===== config.mk =====
export PLATFORM = sky130hd
export DESIGN_NAME = pecol_cell
export DESIGN_NICKNAME = d
export VERILOG_FILES = /design/src/design/pecol_pkg.sv /design/src/design/pecol_cell.sv
export SDC_FILE = /design/constraint.sdc
export NUM_CORES = 1
export LEC_CHECK = 0
export ABC_CLOCK_PERIOD_IN_PS = 3100
export BUFFER_PORTS_ARGS = -buffer_cell sky130_fd_sc_hd__buf_4
export CAP_MARGIN = 20
export CORE_MARGIN = 3
export CORE_UTILIZATION = 30
export CTS_BUF_LIST = sky130_fd_sc_hd__clkbuf_4 sky130_fd_sc_hd__clkbuf_8
export DETAILED_ROUTE_END_ITERATION = 16
export PLACE_DENSITY_LB_ADDON = 0.05
export SLEW_MARGIN = 20
export SYNTH_ARGS = -nofsm -noshare
export SYNTH_HDL_FRONTEND = slang
export SYNTH_SLANG_ARGS = --single-unit

===== constraint.sdc =====
create_clock -name i_clk -period 3.1 [get_ports i_clk]
set_input_delay 0.775 -clock i_clk [delete_from_list [all_inputs] [get_ports i_clk]]
set_output_delay 0.775 -clock i_clk [all_outputs]
set_load 0.03 [all_outputs]

===== src/design/pecol_pkg.sv =====
// Shared types for the polygon edge collision test.
// No dependencies; used by the cell, the pair tester and the top level.
`timescale 1ns / 1ps
`default_nettype none

package pecol_pkg;

    typedef struct packed {
        logic load;
        logic rot;
    } t_cell_ctrl;

    typedef struct packed {
        logic busy;
        logic hit_valid;
        logic hit;
    } t_pair_status;

endpackage

`default_nettype wire


===== src/design/pecol_cell.sv =====
// One cell of the edge chain: holds one stored edge and passes it on.
// Depends on pecol_pkg for the cell control struct.
`timescale 1ns / 1ps
`default_nettype none

module pecol_cell #(
    parameter int EDGE_W = 64
) (
    input  wire                     i_clk,
    input  pecol_pkg::t_cell_ctrl   i_ctrl,
    input  wire  [EDGE_W-1:0]       i_from_prev,
    input  wire  [EDGE_W-1:0]       i_from_next,
    output logic [EDGE_W-1:0]       o_edge
);
    import pecol_pkg::*;

    logic [EDGE_W-1:0] r_edge;
    logic [EDGE_W-1:0] n_edge;

    always_comb begin
        if (i_ctrl.load) begin
            n_edge = i_from_prev;
        end else if (i_ctrl.rot) begin
            n_edge = i_from_next;
        end else begin
            n_edge = r_edge;
        end
    end

    always_ff @(posedge i_clk) begin
        r_edge <= n_edge;
    end

    assign o_edge = r_edge;

endmodule

`default_nettype wire


# Word level (Yosys, flattened, before mapping)

Cells that the tools add are included.

Register bits after elaboration: 64
Input port bits: 131
Output and inout bits: 64
Word-level logic and storage cells: 4

Muxes and demuxes: 2
Reductions and logical operators: 1

Operator list:

| kind               | number |
|---|---|
| $mux W64           | 2 |
| $reduce_bool A2 Y1 | 1 |

# Depth between registers and ports, before layout

Gate-level depths: netlist of run 1.

Word-level depth: 2
Mapped depth: 3
Mapped depth without buffers: 1

# Worst setup path after synthesis of run 1

Ideal clock, no wire load.

Path type: input-to-reg
Start: in i_ctrl[1] (netlist name)
End: reg r_edge[0] (netlist: o_edge[0]) (enable)
Library setup time: 426 ps
Arrival: 2524 ps
Required time: 2674 ps
Setup slack: 151 ps
Stages: 3
Path buffers: 2
Cell sequence: buf_6 -> buf_6 -> or2_1

Cells in the longest elaborated chain, start to end: 1

RTL lines:

| element                             | line             | text |
|---|---|---|
| start: declaration                  | pecol_cell.sv:10 | `input pecol_pkg::t_cell_ctrl i_ctrl,` |
| $reduce_bool A2 Y1 (no source line) | -                |  |
| end signal: assignment              | pecol_cell.sv:31 | `r_edge <= n_edge;` |
| end: declaration                    | pecol_cell.sv:17 | `logic [EDGE_W-1:0] r_edge;` |

No other way between the ends.
A chain may end at the register's enable or synchronous reset.

# Final worst setup path of run 1

Start: reg r_edge[42] (netlist: o_edge[42])
End: out o_edge[42]

RTL lines:

| element          | line             | text |
|---|---|---|
| end: declaration | pecol_cell.sv:13 | `output logic [EDGE_W-1:0] o_edge` |

No word-level cell between the ends.

==> results of run 1 <==
[kinds of logic after synthesis]
group,share of synthesized area (%)
AND/OR/NAND/NOR,0.215
multiplexers,31.1
flip-flops,66.1
buffers and inverters,2.50
[cell usage after synthesis, drive strengths merged]
cell type,number,area share [%]
edfxtp,64,66
mux2,64,31
buf,7,2.5
or2,1,0.22
[per-stage QoR]
step / hold slack, ps / instance area, um2 / cells / power, mW
2_1_floorplan: 992 / 2910 / 136 / 1.44
3_3_place_gp: 1080 / 4490 / 456 / 1.73
3_5_place_dp: 1080 / 4490 / 456 / 1.74
4_1_cts: 711 / 4660 / 472 / 2.35
5_1_grt: 712 / 4660 / 472 / 2.41
6_report: 731 / 4660 / 472 / 2.31
[power breakdown]
part	leakage (nW)	internal, mW	switching [mW]	total, mW
registers	0.652	1.06	0.0258	1.09
clock network	0.0827	0.298	0.301	0.600
logic	1.42	0.308	0.311	0.619
total	2.15	1.67	0.639	2.31
[area by class of cell]
class	instances	area, um2
well taps	129	161
repair buffers	198	1500
multi-input cells	65	911
clock inverters	5	23.8
clock buffers	11	139
fillers	842	4670
flip-flops and latches	64	1920
[worst max path at each step]
stage | from | endpoint | slack [ps] | cells after the start
final | o_edge[42] | o_edge[42] | 1430 | 1
after global placement | i_ctrl[1] | o_edge[5] | 1100 | 3
after global routing | o_edge[42] | o_edge[42] | 1370 | 1
after floorplan | i_ctrl[1] | o_edge[0] | 150 | 3
after detailed placement | i_ctrl[1] | o_edge[5] | 1080 | 3
after CTS | o_edge[42] | o_edge[42] | 1390 | 1
[metal layers]
metal | wire length [um] | vias up | global-route usage (%)
met5 | 0 | - | 0
met4 | 200 | 0 | 5.70
met3 | 911 | 15 | 7.45
met2 | 3810 | 121 | 22.1
met1 | 2610 | 919 | 13.4
li1 | - | 937 | -
==> run_results.csv, run 1 <==
group,metric,value,unit
floorplan,die_x,104,um
timing,fmax,598,MHz
routing,routed_wl,7.53,mm
global_route,antenna_found_initial,0,
worst_setup_path,worstPathMaxFanout,1,
power,power_density,496,nW/um2
cells_and_area,largest_reg_flops,64,
synthesis,ys_warn_count,0,
synthesis,ys_seq_elements,64,
worst_setup_path,cp-start-kind,"register",
worst_setup_path,cp_slowest_cell,"edfxtp_1",
cells_and_area,n_antenna_cell,0,
timing,hold_violations,0,
cts,cts_tree,"done",
place,place_ws,1080,ps
job,drv_cap,0,
floorplan,dieHeight,104,um
hold_path,hold_class,"input pin to register",
synthesis,syn-num-nets,267,
place,portBuffers,194,
cts,cts_setup_buffers,0,
global_route,grt_pass1_wl,11.0,mm
synthesis,syn_inst,136,
floorplan,io_pins,195,
worst_setup_path,worst-setup-path-type,"register to output port",
place,dp_hpwl,5.81,mm
global_route,grt_pass1_vias,2056,
cts,cts.path.max_buffers,2,
synthesis,yosysSeqAreaShare,66.1,%
timing,final.setup.tns,0,ps
timing,rsz0062_at_grt,"false",
cts,htreeDepth,3,
cts,cts_resized,0,
global_route,overflow,0,
worst_setup_path,worstSetupEndpointType,"output port",
cts,hold_buffers,0,
worst_setup_path,worst-path-buf-inv,1,
cells_and_area,nets,469,
timing,slew_headroom,69.3,%
place,gp_congestion,0.718,
cts,clock_sinks,64,
synthesis,synth_cell_types,6,
floorplan,fp-row-count,35,
timing,slew_violations,0,
timing,setup_slack,1430,ps
cells_and_area,layout.cells.most_common,"buf_4",
routing,ant_nets,0,
synthesis,syn_area_per_cell,21.4,um2
routing,post_drt_wl_per_cell,16.0,um
timing,period_share,53.9,%
worst_setup_path,required,2320,ps
cells_and_area,drive_gt1_share,80.5,%
global_route,track_usage,13.2,%
synthesis,syn-cell-area,2910,um2
worst_setup_path,slowest_delay,380,ps
run_status,status,"complete, no violations",
cells_and_area,mostFrequentLayoutCells,"197 x buf_4, 64 x edfxtp_1, 49 x mux2_4, 15 x mux2_2, 9 x clkbuf_8",
cts,numCtsBuffers,9,
cells_and_area,post-route-util,49.9,%
cts,cts.clk_slew.worst_paths,70,ps
routing,vias,1992,
worst_setup_path,path_delay_family,"flip-flops",
timing,period_minus_slack,1670,ps
timing,setup_viol,0,
routing,first_iter_violations,61,
routing,firstDrtPassIters,4,
global_route,grt_max_degree,37,
floorplan,fp.coreArea,9330,um2
hold_path,hold_start,"i_from_prev[50]",
floorplan,initial_utilization,31.1,%
routing,drc,0,
floorplan,dieArea,10900,um2
timing,worstMarginPinSlew,461,ps
worst_setup_path,path_cells,"buf_4",
hold_path,min_path_cells,2,
worst_setup_path,arrival,900,ps
power,leakage,2.15,nW
hold_path,hold_end,"o_edge[50]",
cts,cts_root_buf,"clkbuf_8",
cells_and_area,area_growth_syn_to_layout,60.2,%
power,ir_drop,249,uV
routing,routed_via_density,4.22,
No activity file was read; power rests on OpenSTA's default activity.
==> inputs of run 2 (changes only) <==
Settings changed: ABC_CLOCK_PERIOD_IN_PS 3100 to 1400.
Clock period 3.1 ns to 1.4 ns, I/O delays scaled along.
==> run 2 against run 1 <==
Net effect: via count shrank 0.45%; hold slack lost 410 ps; largest cell class unchanged; cell count rose by 1.3%; combinational power grew 130%; first-iteration DRC count fell by 25%.
==> run_results.csv, run 2 (synthesized netlist as in run 1, its figures left out) <==
group,metric,value,unit
run_status,status,"complete, no violations",
power,leakage,2.24,nW
floorplan,io_pins,195,
worst_setup_path,required,1050,ps
cts,cts_root_buf,"clkbuf_8",
cts,cts_tree,"done",
floorplan,dieHeight,104,um
cts,numCtsBuffers,9,
timing,slew_violations,0,
worst_setup_path,arrival,900,ps
place,dpl-instance-area,4600,um2
cts,clock_sinks,64,
power,ir_drop,476,uV
power,p_switching,1.39,mW
cts,cts.clk_slew.worst_paths,70,ps
routing,firstDrtPassIters,3,
timing,final.setup.tns,0,ps
routing,routed_via_density,4.15,
cells_and_area,final_cell_area,4820,um2
cells_and_area,drive_gt1_share,81.4,%
power,power_frac_seq,43.7,%
routing,ant_nets,0,
cts,cts_setup_buffers,0,
floorplan,fp-row-count,35,
timing,period_share,89.4,%
worst_setup_path,startpoint,"o_edge[0]",
worst_setup_path,worst-setup-path-type,"register to output port",
worst_setup_path,worstPathMaxFanout,1,
power,p_clk_share,31.0,%
routing,first_iter_violations,46,
worst_setup_path,worstSetupEndpointType,"output port",
timing,setup_slack,148,ps
power,intPower,4.12,mW
floorplan,die_x,104,um
routing,routed_wl,7.33,mm
global_route,track_usage,13.0,%
cells_and_area,nets,475,
worst_setup_path,path_delay_family,"flip-flops",
hold_path,hold_start,"i_from_prev[50]",
timing,setup_viol,0,
cells_and_area,layout.cells.most_common,"buf_4",
timing,period_minus_slack,1250,ps
floorplan,initial_utilization,31.1,%
place,portBuffers,194,
timing,slew_headroom,84.0,%
cells_and_area,post-route-util,51.7,%
cts,hold_buffers,0,
floorplan,fp.coreArea,9330,um2
cells_and_area,area_growth_syn_to_layout,65.8,%
cells_and_area,fin_cells,478,
global_route,grt_pass1_wl,10.7,mm
power,swShare,25.3,%
worst_setup_path,cp_slowest_cell,"edfxtp_1",
place,place_ws,49.9,ps
cts,cts_resized,0,
cts,cts.path.max_buffers,2,
cts,htreeDepth,3,
global_route,grt_max_degree,20,
routing,vias,1983,
cells_and_area,mostFrequentLayoutCells,"198 x buf_4, 64 x edfxtp_1, 49 x mux2_4, 15 x mux2_2, 9 x clkbuf_8",
worst_setup_path,worst-path-buf-inv,1,
timing,fmax,799,MHz
place,gp_congestion,0.713,
timing,holdWs,320,ps
cells_and_area,n_antenna_cell,0,
hold_path,hold_class,"input pin to register",
cells_and_area,largest_reg_flops,64,
worst_setup_path,cp-start-kind,"register",
timing,rsz0062_at_grt,"false",
worst_setup_path,path_cells,"buf_4",
timing,worstMarginPinSlew,239,ps
power,power_density,1140,nW/um2
place,dp_hpwl,5.91,mm
routing,drc,0,
worst_setup_path,slowest_delay,390,ps
global_route,antenna_found_initial,0,
job,drv_cap,0,
timing,hold_violations,0,
global_route,grt_pass1_vias,2046,
power,comb_power_share,25.4,%
power,power,5.51,mW
floorplan,dieArea,10900,um2
global_route,overflow,0,
place,dp.cells,462,
routing,post_drt_wl_per_cell,15.3,um
[run 2: final timing paths]
kind / endpoint / slack [ps] / cells after the start
worst max-delay path: o_edge[0] / 150 / 1
worst min-delay path: o_edge[50] / 320 / 2
[run 2: cell type report]
class	instances	area (um2)
Clock buffer	12	146
Clock inverter	4	68.8
Fill cell	848	4510
Multi-Input combinational cell	65	913
Sequential cell	64	1920
Tap cell	129	161
Timing Repair Buffer	204	1610
[run 2: layer usage]
metal  vias up  global-route usage (%)  routed length [um]
met2       105                    21.9                3760
met3        11                    5.03                 660
met1       919                    14.8                2800
met4         0                    5.13                 102
met5         -                       0                   0
li1        948                       -                   -
[run 2: power groups by stage]
stage | Sequential [mW] | Clock [mW] | Combinational, mW
after floorplan | 2.89 | 0 | 0.307
after global placement | 2.45 | 0 | 1.41
after detailed placement | 2.45 | 0 | 1.42
after CTS | 2.41 | 1.76 | 1.42
after global routing | 2.43 | 1.84 | 1.47
final | 2.41 | 1.71 | 1.40
